<file path="src/rtl/pbdf_pkg.sv">
// ----------------------------------------------------------------------------
// pbdf_pkg
// Shared types, constants and the hex digit decoder for the PCI BDF parser.
// ----------------------------------------------------------------------------
`default_nettype none

package pbdf_pkg;

	localparam logic [7:0] SEP_COLON = 8'h3A;
	localparam logic [7:0] SEP_DOT   = 8'h2E;

	// Character positions; the position counter stops at POS_SAT.
	localparam logic [3:0] LONG_LEN  = 4'd12;
	localparam logic [3:0] SHORT_LEN = 4'd7;
	localparam logic [3:0] POS_SAT   = 4'd13;

	localparam logic [3:0] L_COLON0  = 4'd4;
	localparam logic [3:0] L_COLON1  = 4'd7;
	localparam logic [3:0] L_DOT     = 4'd10;
	localparam logic [3:0] S_COLON   = 4'd2;
	localparam logic [3:0] S_DOT     = 4'd5;

	typedef struct packed {
		logic [7:0] name_char;
		logic       last_char;
	} pbdf_in_t;

	typedef struct packed {
		logic [31:0] pci_address;
		logic        parse_ok;
	} pbdf_out_t;

	typedef struct packed {
		logic [4:0] nib;  // [4] = is a hex digit, [3:0] = value
	} pbdf_hex_t;

	function automatic pbdf_hex_t hex_decode(input logic [7:0] c);
		pbdf_hex_t r;
		r.nib = 5'd0;
		if (c >= 8'h30 && c <= 8'h39) begin
			r.nib = {1'b1, 4'(c - 8'h30)};
		end else if (c >= 8'h61 && c <= 8'h66) begin
			r.nib = {1'b1, 4'(c - 8'h57)};
		end else if (c >= 8'h41 && c <= 8'h46) begin
			r.nib = {1'b1, 4'(c - 8'h37)};
		end
		return r;
	endfunction

endpackage

`default_nettype wire

</file>
<file path="src/rtl/pbdf_stream_if.sv">
// ----------------------------------------------------------------------------
// pbdf_stream_if
// Valid/ready channel carrying one payload struct per transaction.
// ----------------------------------------------------------------------------
`default_nettype none

interface pbdf_stream_if #(
	parameter type payload_t = logic
);
	logic     valid;
	logic     ready;
	payload_t data;

	modport source (output valid, output data, input ready);
	modport sink   (input valid, input data, output ready);
endinterface

`default_nettype wire

</file>
<file path="src/rtl/pbdf_parse.sv">
// ----------------------------------------------------------------------------
// pbdf_parse
// Position counter, form checks and field accumulators for both name forms.
// ----------------------------------------------------------------------------
`default_nettype none

module pbdf_parse
	import pbdf_pkg::*;
(
	input  wire logic      clk,
	input  wire logic      arst_n,
	input  wire logic      step,     // consume the character below
	input  wire pbdf_in_t  chr,
	output pbdf_out_t      res       // valid when step && chr.last_char
);

	logic [3:0]  pos_q;
	logic        long_ok_q, short_ok_q;
	logic [15:0] dom_q;
	logic [7:0]  lbus_q, lslot_q, sbus_q, sslot_q;
	logic [3:0]  lfunc_q, sfunc_q;

	logic [3:0]  pos_d;
	logic        long_ok_d, short_ok_d;
	logic [15:0] dom_d;
	logic [7:0]  lbus_d, lslot_d, sbus_d, sslot_d;
	logic [3:0]  lfunc_d, sfunc_d;
	pbdf_hex_t   hx;
	logic        is_hex;
	logic [3:0]  nib;
	logic [7:0]  c;

	always_comb begin
		c      = chr.name_char;
		hx     = hex_decode(c);
		is_hex = hx.nib[4];
		nib    = hx.nib[3:0];

		pos_d      = (pos_q < POS_SAT) ? pos_q + 4'd1 : pos_q;
		long_ok_d  = long_ok_q;
		short_ok_d = short_ok_q;
		dom_d      = dom_q;
		lbus_d     = lbus_q;
		lslot_d    = lslot_q;
		lfunc_d    = lfunc_q;
		sbus_d     = sbus_q;
		sslot_d    = sslot_q;
		sfunc_d    = sfunc_q;

		// long form DDDD:BB:SS.F
		if (pos_q < LONG_LEN) begin
			if (pos_q == L_COLON0 || pos_q == L_COLON1) begin
				if (c != SEP_COLON) long_ok_d = 1'b0;
			end else if (pos_q == L_DOT) begin
				if (c != SEP_DOT) long_ok_d = 1'b0;
			end else if (!is_hex) begin
				long_ok_d = 1'b0;
			end else if (pos_q < L_COLON0) begin
				dom_d = {dom_q[11:0], nib};
			end else if (pos_q < L_COLON1) begin
				lbus_d = {lbus_q[3:0], nib};
			end else if (pos_q < L_DOT) begin
				lslot_d = {lslot_q[3:0], nib};
			end else begin
				lfunc_d = nib;
			end
		end

		// short form BB:SS.F
		if (pos_q < SHORT_LEN) begin
			if (pos_q == S_COLON) begin
				if (c != SEP_COLON) short_ok_d = 1'b0;
			end else if (pos_q == S_DOT) begin
				if (c != SEP_DOT) short_ok_d = 1'b0;
			end else if (!is_hex) begin
				short_ok_d = 1'b0;
			end else if (pos_q < S_COLON) begin
				sbus_d = {sbus_q[3:0], nib};
			end else if (pos_q < S_DOT) begin
				sslot_d = {sslot_q[3:0], nib};
			end else begin
				sfunc_d = nib;
			end
		end

		// fields are ORed as written: slot may overlap bus, func may overlap slot
		res = '0;
		if (pos_d == LONG_LEN && long_ok_d) begin
			res.parse_ok    = 1'b1;
			res.pci_address = {dom_d, 16'd0} | {16'd0, lbus_d, 8'd0}
			                | {21'd0, lslot_d, 3'd0} | {28'd0, lfunc_d};
		end else if (pos_d == SHORT_LEN && short_ok_d) begin
			res.parse_ok    = 1'b1;
			res.pci_address = {16'd0, sbus_d, 8'd0}
			                | {21'd0, sslot_d, 3'd0} | {28'd0, sfunc_d};
		end
	end

	always_ff @(posedge clk or negedge arst_n) begin
		if (!arst_n) begin
			pos_q      <= '0;
			long_ok_q  <= 1'b1;
			short_ok_q <= 1'b1;
			dom_q      <= '0;
			lbus_q     <= '0;
			lslot_q    <= '0;
			lfunc_q    <= '0;
			sbus_q     <= '0;
			sslot_q    <= '0;
			sfunc_q    <= '0;
		end else if (step) begin
			if (chr.last_char) begin
				pos_q      <= '0;
				long_ok_q  <= 1'b1;
				short_ok_q <= 1'b1;
				dom_q      <= '0;
				lbus_q     <= '0;
				lslot_q    <= '0;
				lfunc_q    <= '0;
				sbus_q     <= '0;
				sslot_q    <= '0;
				sfunc_q    <= '0;
			end else begin
				pos_q      <= pos_d;
				long_ok_q  <= long_ok_d;
				short_ok_q <= short_ok_d;
				dom_q      <= dom_d;
				lbus_q     <= lbus_d;
				lslot_q    <= lslot_d;
				lfunc_q    <= lfunc_d;
				sbus_q     <= sbus_d;
				sslot_q    <= sslot_d;
				sfunc_q    <= sfunc_d;
			end
		end
	end

endmodule

`default_nettype wire

</file>
<file path="src/rtl/pbdf_out_reg.sv">
// ----------------------------------------------------------------------------
// pbdf_out_reg
// Result register driving the output channel.
// ----------------------------------------------------------------------------
`default_nettype none

module pbdf_out_reg
	import pbdf_pkg::*;
(
	input  wire logic       clk,
	input  wire logic       arst_n,
	input  wire logic       load,
	input  wire pbdf_out_t  res,
	output logic            free,    // register can take a result this cycle
	pbdf_stream_if.source   result
);

	logic      vld_q;
	pbdf_out_t data_q;

	assign free         = !vld_q || result.ready;
	assign result.valid = vld_q;
	assign result.data  = data_q;

	always_ff @(posedge clk or negedge arst_n) begin
		if (!arst_n) begin
			vld_q <= 1'b0;
		end else if (free) begin
			vld_q <= load;
		end
	end

	always_ff @(posedge clk) begin
		if (load && free) begin
			data_q <= res;
		end
	end

endmodule

`default_nettype wire

</file>
<file path="src/rtl/pci_bdf_string_parser_core.sv">
// ----------------------------------------------------------------------------
// pci_bdf_string_parser_core
// Parses a PCI device name (DDDD:BB:SS.F or BB:SS.F) streamed one character
// per transaction into a packed address and an ok flag.
// ----------------------------------------------------------------------------
// The last character passes the input register; its result is then held in the output register.
// Throughput: one character per cycle; one result per name, on its last char.
// The input register stalls only while a result sits unaccepted in the
// output register and a further last character waits to be evaluated.
// Reset (arst_n low): both registers empty, parser back at position zero.
// ----------------------------------------------------------------------------
`default_nettype none

module pci_bdf_string_parser_core
	import pbdf_pkg::*;
(
	input  wire logic     clk,
	input  wire logic     arst_n,
	pbdf_stream_if.sink   chars,
	pbdf_stream_if.source result
);

	// input register
	logic     vld_s1;
	pbdf_in_t chr_s1;

	// control between stages
	logic      out_free;
	logic      advance;
	pbdf_out_t res;

	// A non-final character never needs the output register, so it moves on
	// regardless of downstream backpressure.
	assign advance     = vld_s1 && (!chr_s1.last_char || out_free);
	assign chars.ready = !vld_s1 || advance;

	always_ff @(posedge clk or negedge arst_n) begin
		if (!arst_n) begin
			vld_s1 <= 1'b0;
		end else if (chars.ready) begin
			vld_s1 <= chars.valid;
		end
	end

	always_ff @(posedge clk) begin
		if (chars.ready && chars.valid) begin
			chr_s1 <= chars.data;
		end
	end

	// position, checks and accumulators; result formed from the updated state
	pbdf_parse u_parse (
		.clk    (clk),
		.arst_n (arst_n),
		.step   (advance),
		.chr    (chr_s1),
		.res    (res)
	);

	// result register, loaded when the final character is consumed
	pbdf_out_reg u_out (
		.clk    (clk),
		.arst_n (arst_n),
		.load   (advance && chr_s1.last_char),
		.res    (res),
		.free   (out_free),
		.result (result)
	);

endmodule

`default_nettype wire

</file>
<file path="src/flat_wrapper.sv">
// flat-port wrapper written by rule: the top's interface ports become plain ports
module pci_bdf_string_parser_core_flat import pbdf_pkg::*;
  (clk, arst_n, chars_valid, chars_data, chars_ready, result_valid, result_data, result_ready);
  pbdf_stream_if #(.payload_t(pbdf_in_t)) chars_i ();
  pbdf_stream_if #(.payload_t(pbdf_out_t)) result_i ();
  input  wire logic clk;
  input  wire logic arst_n;
  input wire logic [$bits(chars_i.valid)-1:0] chars_valid;
  input wire logic [$bits(chars_i.data)-1:0] chars_data;
  output wire logic [$bits(chars_i.ready)-1:0] chars_ready;
  output wire logic [$bits(result_i.valid)-1:0] result_valid;
  output wire logic [$bits(result_i.data)-1:0] result_data;
  input wire logic [$bits(result_i.ready)-1:0] result_ready;
  assign chars_i.valid = chars_valid;
  assign chars_i.data = chars_data;
  assign chars_ready = chars_i.ready;
  assign result_valid = result_i.valid;
  assign result_data = result_i.data;
  assign result_i.ready = result_ready;
  pci_bdf_string_parser_core u_core (.clk(clk), .arst_n(arst_n), .chars(chars_i), .result(result_i));
endmodule
</file>
<file path="config.mk">
export PLATFORM = sky130hd
export DESIGN_NAME = pci_bdf_string_parser_core_flat
export DESIGN_NICKNAME = d
export VERILOG_FILES = /design/src/rtl/pbdf_pkg.sv /design/src/rtl/pbdf_stream_if.sv /design/src/rtl/pbdf_parse.sv /design/src/rtl/pbdf_out_reg.sv /design/src/rtl/pci_bdf_string_parser_core.sv /design/src/flat_wrapper.sv
export SDC_FILE = /design/constraint.sdc
export NUM_CORES = 1
export LEC_CHECK = 0
export ABC_AREA = 1
export BUFFER_PORTS_ARGS = -buffer_cell sky130_fd_sc_hd__buf_2
export CORE_MARGIN = 2
export CORE_UTILIZATION = 50
export DETAILED_ROUTE_END_ITERATION = 12
export PLACE_DENSITY = 0.76
export SLEW_MARGIN = 20
export SYNTH_ARGS = -nofsm -noshare
export SYNTH_HDL_FRONTEND = slang
export SYNTH_SLANG_ARGS = --single-unit
</file>
<file path="constraint.sdc">
create_clock -name clk -period 2.55 [get_ports clk]
set_clock_uncertainty 0.15 [all_clocks]
set_input_delay 0.255 -clock clk [delete_from_list [all_inputs] [get_ports clk]]
set_output_delay 0.255 -clock clk [all_outputs]
set_load 0.01 [all_outputs]
</file>
==> metrics, run 1 <==
outcome finished clean; CP startpoint u_core.chr_s1[1]; switching share of power 31.1%; GP Congestion 0.866; Peak VDD IR 368 uV; routed length per instance 14.3 um; n_diodes 0; DRT Wirelength 11400 um; reg-to-reg slack, setup 0.13 ns; Cells after Synth 592; Comb pwr share 18.2%; Final Hold Fails 0; Clk pwr share 27.7%; clock latency on the worst-skew pair 0.37 ns; pre-CTS WS 0.00964 ns; CP arrival 2.39 ns; 1st-pass router iterations 4; sequential power share 54.1%; period utilization 94.9%; Worst setup SP type flip-flop; initial antenna violation count 0; switching power 1.12 mW; Worst Path Max Fanout 7; static leakage 2.90 nW; slew margin rel. 63.4%; Total GRT Usage 20.7%; total CTS buffers 9; Internal Power 2.47 mW; final setup vio count 0; clk sinks 106; slowest stage cell, crit path edfxtp_1; max_cap viols 0; hpwl dp 7600 um; crit-path max cell delay 0.43 ns; Syn-to-layout area delta 14.8%; die area 11500 um2; final cell count without fillers 796; Distinct cells, synth 35; max-slew violations 0; Buf/Inv on CP 4; Mapped Area 5330 um2; Post-synth EDFFs 42; Syn Nets 613; crit path time final 2.42 ns; Initial Util 51.6%; syn avg cell area 9.00 um2; total power 3.59 mW; layout cell share with drive strength beyond 1 22.0%; R2R depth 13; Nets 676; root buf cell clkbuf_8; Crit path required time 2.52 ns; sequential share of the synthesized area 53.8%; Setup crit end kind flip-flop; vias 4221; number of global-route vias before repair 3971; Post-synth top flop dfrtp_1; yosys warns 0; Max Clock Freq 413 MHz; CTS Buffer Depth 2; post-placement cell count 765; FF-to-FF Start u_core.chr_s1[1]; PwrDens 586 nW/um2; Fillers 878; FFs w/ async S/R, synth 60.4%; Hold Crit Class in -> async; Worst R2R End u_core.u_out.result.data[2]; Worst-Margin Slew 0.550 ns; Remaining DRCs 0; first-pass GRT wire length 18600 um; Synth Register Bits 106; Reg clk slew, reported paths 0.11 ns; core outline area 10300 um2; row count 37; DIE HEIGHT 107 um; die width 107 um; crit path cell chain inv_1 > ha_1 > o21ai_0 > nand2_1 > nand2_4 > inv_1 > nand2_1 > o21ai_0 > buf_4 > inv_1 > o21ai_1 > nand2_1 > o21ai_0; CP top delay family buffers and inverters; largest net degree at the start of global routing 65; Crit Path Class reg -> reg; global route overflow 0; IO buf count 47; vias per inst 5.30; Setup TNS 0 ns; Worst Slack Setup Final 0.130 ns; initial drt markers 283; post-route ant nets 0; H-tree depth 3; CTS tree built; final hold slack 0.263 ns; # IOs 48
-- state kept, by name, summed over array words and instances, names as in the netlist, 8 cells and up --
signal / cells
u_core.chr_s1: 9
u_core.u_out.result.data: 33
u_core.u_parse.dom_q: 16
u_core.u_parse.lbus_q: 8
u_core.u_parse.lslot_q: 8
u_core.u_parse.sbus_q: 8
u_core.u_parse.sslot_q: 8
-- metal layers --
layer | vias up | routed length, um | global-route usage [%]
met2 | 125 | 5710 | 34.2
met1 | 1993 | 4910 | 27.3
met3 | 18 | 602 | 3.40
li1 | 2085 | - | -
met5 | - | 0 | 0
met4 | 0 | 198 | 8.07
-- timing repair --
action	CTS	global route
endpoints found under the setup margin	1	34
resized for setup	1	27
pin swaps	0	3
cloned	0	1
hold buffers	12	0
endpoints found under the hold margin	73	0
setup buffers	0	2
-- worst reg2reg max path: stages, from the launching register on --
cell      delay, ns
edfxtp_1       0.43
inv_1          0.12
ha_1           0.23
o21ai_0        0.18
nand2_1        0.12
nand2_4        0.13
inv_1          0.08
nand2_1        0.06
o21ai_0        0.08
buf_4          0.17
inv_1          0.13
o21ai_1        0.11
nand2_1        0.06
o21ai_0        0.10
-- Yosys cell counts, types with 5 or more instances --
cell	count	area, um2
o21ai_2	18	158
nand4_1	5	31.3
o21ai_0	44	220
clkbuf_1	12	45.0
nand3_1	13	65.1
o21ai_1	17	85.1
dfrtp_1	62	1550
inv_2	6	22.5
a21oi_1	5	25.0
inv_1	79	297
nand2_1	167	627
o22ai_1	46	288
buf_6	8	90.1
nor2_1	15	56.3
ha_1	8	100
edfxtp_1	42	1260
nor2_2	13	81.3
-- power groups by stage --
stage | Combinational [mW] | Sequential [mW] | Clock [mW]
after CTS | 0.638 | 1.94 | 1.02
after detailed placement | 0.619 | 1.97 | 0
after global routing | 0.729 | 1.95 | 1.09
after floorplan | 0.441 | 1.97 | 0
after global placement | 0.596 | 1.97 | 0
final | 0.652 | 1.94 | 0.995
-- layout make-up --
| type | count | area, um2 | share of cell area [%] |
|---|---|---|---|
| clock inverters | 6 | 57.6 | 0.941 |
| flip-flops and latches | 106 | 2870 | 46.8 |
| well taps | 136 | 170 | 2.78 |
| clock buffers | 10 | 128 | 2.09 |
| repair buffers | 75 | 529 | 8.65 |
| multi-input cells | 378 | 2050 | 33.5 |
| inverters | 85 | 319 | 5.22 |
-- logic make-up after synthesis --
family	after synthesis	share of synthesized area (%)
buffers and inverters	109	8.90
adders and majority gates	8	1.88
DFF	106	53.8
xor gates and xnor gates	2	0.329
and+or+nand+nor	234	20.1
AOI/OAI and AO/OA	133	15.0
-- worst max path at each step --
stage	to	slack (ns)	cells after the start
6_report	u_core.u_out.result.data[2]	0.13	13
5_1_grt	u_core.u_out.result.data[2]	-0.02	13
4_1_cts	u_core.u_out.result.data[9]	0.05	11
3_5_place_dp	u_core.u_out.result.data[9]	0.01	11
3_3_place_gp	u_core.u_out.result.data[9]	0.09	11
2_1_floorplan	u_core.u_out.result.data[0]	0.22	6
-- cells in the final DEF, fill, tap and decap left out, drive strengths merged --
cell type / count
nand2: 174
inv: 89
o21ai: 79
buf: 63
dfrtp: 62
o22ai: 46
edfxtp: 42
nor2: 32
nand3: 16
dlygate4sd3: 12
clkbuf: 10
ha: 8
nand4: 7
a21oi: 5
nor3: 4
clkinv: 2
dfstp: 2
nand3b: 1
or2: 1
xor2: 1
xnor2: 1
o21a: 1
o21bai: 1
a22oi: 1
-- stage by stage --
step	util [%]	instance area (um2)
after floorplan	-	5330
after global placement	55.5	5730
after detailed placement	55.5	5730
after CTS	58.5	6040
after global routing	59.2	6120
final	59.2	6120
Note: power is estimated with default switching activity, not from simulation.
==> inputs of run 2 (changes only) <==
--- a/config.mk
+++ b/config.mk
@@ -10,7 +10,7 @@
 export CORE_MARGIN = 2
 export CORE_UTILIZATION = 50
 export DETAILED_ROUTE_END_ITERATION = 12
-export PLACE_DENSITY = 0.76
+export PLACE_DENSITY = 0.69
 export SLEW_MARGIN = 20
 export SYNTH_ARGS = -nofsm -noshare
 export SYNTH_HDL_FRONTEND = slang
==> metrics, run 2 (synthesized netlist as in run 1, its figures left out) <==
vias per inst 5.41 (was 5.30); Total GRT Usage 21.3% (was 20.7%); most used cell, CP nand2_1; CP arrival 2.45 ns (was 2.39 ns); # IOs 48 (unchanged); fin area 6270 um2 (was 6120 um2); number of global-route vias before repair 4144 (was 3971); static leakage 2.97 nW (was 2.90 nW); IO buf count 47 (unchanged); core outline area 10300 um2 (unchanged); post-route ant nets 0 (unchanged); Setup crit end kind flip-flop (unchanged); crit-path max cell delay 0.48 ns (was 0.43 ns); Nets 688 (was 676); Peak VDD IR 288 uV (was 368 uV); n_diodes 0 (unchanged); Crit Path Class reg -> reg (unchanged); CTS Buffer Depth 2 (unchanged); global route overflow 0 (unchanged); 1st-pass router iterations 5 (was 4); crit path cell chain buf_4 > ha_1 > o21ai_1 > nand2_1 > nand2_4 > nand2_1 > nand2_1 > nand2_1 > o21ai_0 > nand2_1 > nand2_1 > nand2_1 (was inv_1 > ha_1 > o21ai_0 > nand2_1 > nand2_4 > inv_1 > nand2_1 > o21ai_0 > buf_4 > inv_1 > o21ai_1 > nand2_1 > o21ai_0); Initial Util 51.6% (unchanged); Syn-to-layout area delta 17.7% (was 14.8%); commonest non-fill, non-tap cells in the layout nand2_1, inv_1, dfrtp_1 (unchanged); Fillers 853 (was 878); slew margin rel. 60.8% (was 63.4%); layout cell share with drive strength beyond 1 24.0% (was 22.0%); row count 37 (unchanged); switching power 1.15 mW (was 1.12 mW); CP startpoint u_core.chr_s1[1] (unchanged); Final Hold Fails 0 (unchanged); vias 4370 (was 4221); max reg flops 33 (unchanged); DRT Wirelength 12200 um (was 11400 um); largest net degree at the start of global routing 65 (unchanged); multi-input combinational cell area 2070 um2 (was 2050 um2); Post-Place Cell Area 5740 um2 (was 5730 um2); Max Clock Freq 407 MHz (was 413 MHz); die area 11500 um2 (unchanged); Hold Crit Class in -> async (unchanged); CTS tree built (unchanged); Setup TNS 0 ns (unchanged); Comb pwr share 18.5% (was 18.2%); commonest non-fill, non-tap cell in the layout nand2_1 (unchanged); max_cap viols 0 (unchanged); final setup vio count 0 (unchanged); H-tree depth 3 (unchanged); PwrDens 579 nW/um2 (was 586 nW/um2); sequential power share 53.4% (was 54.1%); crit path time final 2.46 ns (was 2.42 ns); max-slew violations 0 (unchanged); Clk pwr share 28.0% (was 27.7%); CP top delay family simple AND/OR/NAND/NOR gates (was buffers and inverters); total CTS buffers 9 (unchanged); Worst-Margin Slew 0.588 ns (was 0.550 ns); outcome finished clean (unchanged); RSZ-0062 raised after global routing yes; Remaining DRCs 0 (unchanged); routed length per instance 15.1 um (was 14.3 um); Reg clk slew, reported paths 0.11 ns (about the same); slowest stage cell, crit path edfxtp_1 (unchanged); reg-to-reg slack, setup 0.09 ns (was 0.13 ns); Buf/Inv on CP 1 (was 4); FF-to-FF Start u_core.chr_s1[1] (unchanged); period utilization 96.3% (was 94.9%); Seq. cell area 2870 um2 (about the same); root buf cell clkbuf_8 (unchanged); Worst setup SP type flip-flop (unchanged); Worst Path Max Fanout 6 (was 7); Internal Power 2.48 mW (was 2.47 mW); initial drt markers 225 (was 283); clk sinks 106 (unchanged); DIE HEIGHT 107 um (unchanged); GP Congestion 0.827 (was 0.866); die width 107 um (unchanged); clock latency on the worst-skew pair 0.37 ns (about the same); hpwl dp 7800 um (was 7600 um); switching share of power 31.8% (was 31.1%); first-pass GRT wire length 19400 um (was 18600 um); initial antenna violation count 0 (unchanged); Crit path required time 2.55 ns (was 2.52 ns)
-- run 2: changes by cell type in the layout (fill, tap and decap cells not counted), sizes merged --
cell | before | now
clkbuf | 10 | 12
nand4 | 7 | 8
buf | 63 | 73
nand2 | 174 | 173
clkinvlp | 0 | 1
inv | 89 | 88
-- run 2: metal layers --
layer	track usage [%]	part of all wire, %	routed length [um]	vias to the layer above
met1	28.0	43	5250	2092
met4	6.77	2.0	248	0
li1	-	-	-	2115
met5	0	0	0	-
met2	36.7	50	6130	142
met3	2.80	4.7	572	21
-- run 2: final timing paths --
check,to,cells past startpoint
max,u_core.u_out.result.data[11],12
min,u_core.u_parse.dom_q[13],3
max reg2reg,u_core.u_out.result.data[11],12
min reg2reg,u_core.u_parse.sfunc_q[1],2
max in group asynchronous,u_core.u_parse.sslot_q[2],3
min in group clk,u_core.u_parse.sfunc_q[1],2
-- run 2: through the flow --
step / power [mW] / setup slack [ns] / utilization (%) / instances / hold slack, ns
floorplan: 2.41 / 0.216 / - / 592 / -0.191
global placement: 2.57 / -0.0228 / 55.6 / 767 / 0.155
detailed placement: 2.58 / -0.0239 / 55.6 / 767 / 0.153
CTS: 3.59 / 0.0301 / 58.6 / 795 / 0.282
global route: 3.79 / -0.0241 / 60.7 / 808 / 0.312
finish: 3.63 / 0.0933 / 60.7 / 808 / 0.250
-- run 2: timing repair --
action	4_1_cts	5_1_grt
endpoints found under the hold margin	73	0
pin swaps	0	5
hold buffers	12	0
setup endpoints to repair	1	41
setup buffers	0	10
resized for setup	1	37
cloned	0	3
-- run 2: layout make-up --
type	count	area share [%]
clock buffer	10	2.04
multi-input combinational	378	33.0
clock inverter	6	0.978
inverter	85	5.09
tap	136	2.71
sequential	106	45.7
timing repair buffer	87	10.5
-- run 2: power groups by stage --
stage | combinational, mW | sequential, mW | clock (mW)
after floorplan | 0.441 | 1.97 | 0
after global placement | 0.601 | 1.97 | 0
after detailed placement | 0.613 | 1.97 | 0
after CTS | 0.630 | 1.94 | 1.03
after global routing | 0.752 | 1.95 | 1.08
final | 0.672 | 1.94 | 1.02
-- run 2: worst min-delay path, delay by kind of cell --
family / cells / cell delay (ns)
buffers and inverters: 3 / 0.93
==> inputs of run 3 (changes only) <==
--- a/config.mk
+++ b/config.mk
@@ -7,6 +7,7 @@
 export LEC_CHECK = 0
 export ABC_AREA = 1
 export BUFFER_PORTS_ARGS = -buffer_cell sky130_fd_sc_hd__buf_2
+export CORE_ASPECT_RATIO = 0.6
 export CORE_MARGIN = 2
 export CORE_UTILIZATION = 50
 export DETAILED_ROUTE_END_ITERATION = 12
==> metrics, run 3 (synthesized netlist as in run 1, its figures left out) <==
outcome finished clean (unchanged); global route overflow 0 (unchanged); Syn-to-layout area delta 19.0% (was 17.7%); Initial Util 50.8% (was 51.6%); Final Hold Fails 0 (unchanged); Worst Path Max Fanout 6 (unchanged); initial antenna violation count 0 (unchanged); CP arrival 2.48 ns (was 2.45 ns); first-pass GRT wire length 21000 um (was 19400 um); commonest non-fill, non-tap cell in the layout nand2_1 (unchanged); number of global-route vias before repair 4165 (was 4144); routed length per instance 16.2 um (was 15.1 um); period utilization 96.7% (was 96.3%); Max Clock Freq 405 MHz (was 407 MHz); Final Util 60.5% (was 60.7%); largest net degree at the start of global routing 65 (unchanged); Peak VDD IR 473 uV (was 288 uV); crit path cell chain inv_1 > ha_1 > inv_1 > a21oi_1 > nand2_1 > inv_1 > nand4_4 > buf_4 > o21ai_2 > nand2_1 > o21ai_1 (was buf_4 > ha_1 > o21ai_1 > nand2_1 > nand2_4 > nand2_1 > nand2_1 > nand2_1 > o21ai_0 > nand2_1 > nand2_1 > nand2_1); GP Congestion 0.886 (was 0.827); die area 11500 um2 (about the same); n_diodes 0 (unchanged); vias per inst 5.51 (was 5.41); Setup crit end kind flip-flop (unchanged); Worst Slack Setup Final 0.0836 ns (was 0.0933 ns); H-tree depth 3 (unchanged); vias 4472 (was 4370); Remaining DRCs 0 (unchanged); Crit path required time 2.56 ns (was 2.55 ns); CTS Buffer Depth 2 (unchanged); Worst-Margin Slew 0.592 ns (was 0.588 ns); max-slew violations 0 (unchanged); die width 137 um (was 107 um); pre-CTS WS 0.00401 ns (was -0.0239 ns); total CTS buffers 9 (unchanged); Post-Place Cell Area 5840 um2 (was 5740 um2); layout cell share with drive strength beyond 1 22.6% (was 24.0%); commonest non-fill, non-tap cells in the layout nand2_1, inv_1, dfrtp_1 (unchanged); Setup TNS 0 ns (unchanged); hpwl dp 8490 um (was 7800 um); crit-path max cell delay 0.40 ns (was 0.48 ns); initial drt markers 375 (was 225); 1st-pass router iterations 5 (unchanged); final setup vio count 0 (unchanged); PwrDens 654 nW/um2 (was 579 nW/um2); static leakage 3.01 nW (was 2.97 nW); max_cap viols 0 (unchanged); clock latency on the worst-skew pair 0.35 ns (was 0.37 ns); CTS tree built (unchanged); fin area 6340 um2 (was 6270 um2); slowest stage cell, crit path dfrtp_1 (was edfxtp_1); max reg flops 33 (unchanged); row count 29 (was 37); root buf cell clkbuf_16 (was clkbuf_8); most used cell, CP inv_1 (was nand2_1); # IOs 48 (unchanged); Worst setup SP type flip-flop (unchanged); post-route ant nets 0 (unchanged); Nets 688 (unchanged); Seq. cell area 2870 um2 (about the same); Hold Crit Class in -> reg (was in -> async); Crit Path Class reg -> reg (unchanged); clk sinks 106 (unchanged); IO buf count 47 (unchanged); Fillers 868 (was 853); multi-input combinational cell area 2030 um2 (was 2070 um2); Total GRT Usage 23.9% (was 21.3%); slew margin rel. 60.5% (was 60.8%); Reg clk slew, reported paths 0.07 ns (was 0.11 ns); DIE HEIGHT 84.0 um (was 107 um); core outline area 10500 um2 (was 10300 um2); DRT Wirelength 13100 um (was 12200 um); crit path time final 2.47 ns (was 2.46 ns)
==> run 3: changes by cell type in the layout (fill, tap and decap cells not counted), moves of 2 or more <==
| cell | before | now |
|---|---|---|
| inv_2 | 9 | 7 |
| clkbuf_16 | 2 | 9 |
| nand3_1 | 11 | 13 |
| o21ai_0 | 30 | 32 |
| nand3_4 | 3 | 1 |
| inv_1 | 76 | 78 |
| buf_4 | 20 | 23 |
| nand2_2 | 6 | 4 |
| nand2_1 | 164 | 166 |
| clkbuf_8 | 9 | 0 |
| bufinv_16 | 0 | 2 |
==> run 3: path summary, 6_finish.rpt <==
path / startpoint / endpoint / slack (ns) / cells past startpoint
setup / recovery: u_core.u_parse.pos_q[1] / u_core.u_out.result.data[8] / 0.08 / 11
max in group asynchronous: arst_n / u_core.u_parse.lbus_q[6] / 1.63 / 3
hold reg to reg: u_core.u_parse.sslot_q[4] / u_core.u_parse.sslot_q[4] / 0.35 / 2
setup reg to reg: u_core.u_parse.pos_q[1] / u_core.u_out.result.data[8] / 0.08 / 11
hold / removal: result_ready / u_core.u_out.result.valid / 0.009 / 4
min in group asynchronous: arst_n / u_core.u_parse.pos_q[3] / 0.29 / 3
==> run 3: report_power, final <==
part / total (mW) / switching (mW) / leakage (nW) / internal, mW
Clock: 1.50 / 0.631 / 0.151 / 0.865
Sequential: 1.93 / 0.0523 / 1.28 / 1.88
Combinational: 0.717 / 0.481 / 1.58 / 0.236
Total: 4.14 / 1.16 / 3.01 / 2.98
==> run 3: cell type report <==
class / instances / area share [%]
clock buffer: 10 / 3.61
multi-input combinational: 378 / 32.1
tap: 139 / 2.74
sequential: 106 / 45.2
timing repair buffer: 87 / 9.93
inverter: 85 / 5.03
clock inverter: 6 / 1.40
==> run 3: critical path: cells and delay by family, from the launching register on <==
| family | cells | cell delay, ns |
|---|---|---|
| buffers and inverters | 4 | 0.55 |
| AOI/OAI and AO/OA | 3 | 0.55 |
| DFF | 1 | 0.40 |
| and+or+nand+nor | 3 | 0.37 |
| adders and majority gates | 1 | 0.26 |
==> run 3: metrics by stage <==
| step | power, mW | instances | hold WS [ns] |
|---|---|---|---|
| global route | 4.31 | 811 | 0.0295 |
| CTS | 4.13 | 807 | 0.00197 |
| floorplan | 2.41 | 592 | -0.191 |
| global placement | 2.60 | 780 | 0.145 |
| finish | 4.14 | 811 | 0.00949 |
| detailed placement | 2.62 | 780 | 0.154 |
==> run 3: per-layer routing <==
metal  wire (um)  vias to the layer above  global-route usage, %
met5           0                        -                      0
met4         163                        0                   6.56
met1        6130                     2162                   35.1
li1            -                     2116                      -
met3         962                       16                   6.01
met2        5890                      178                   35.0
==> run 3: what timing repair did <==
item,in CTS,in global routing
endpoints found under the setup margin,1,14
endpoints found under the hold margin,72,0
cloned,0,1
setup buffers,0,3
gates resized for setup,1,19
hold buffers,11,0
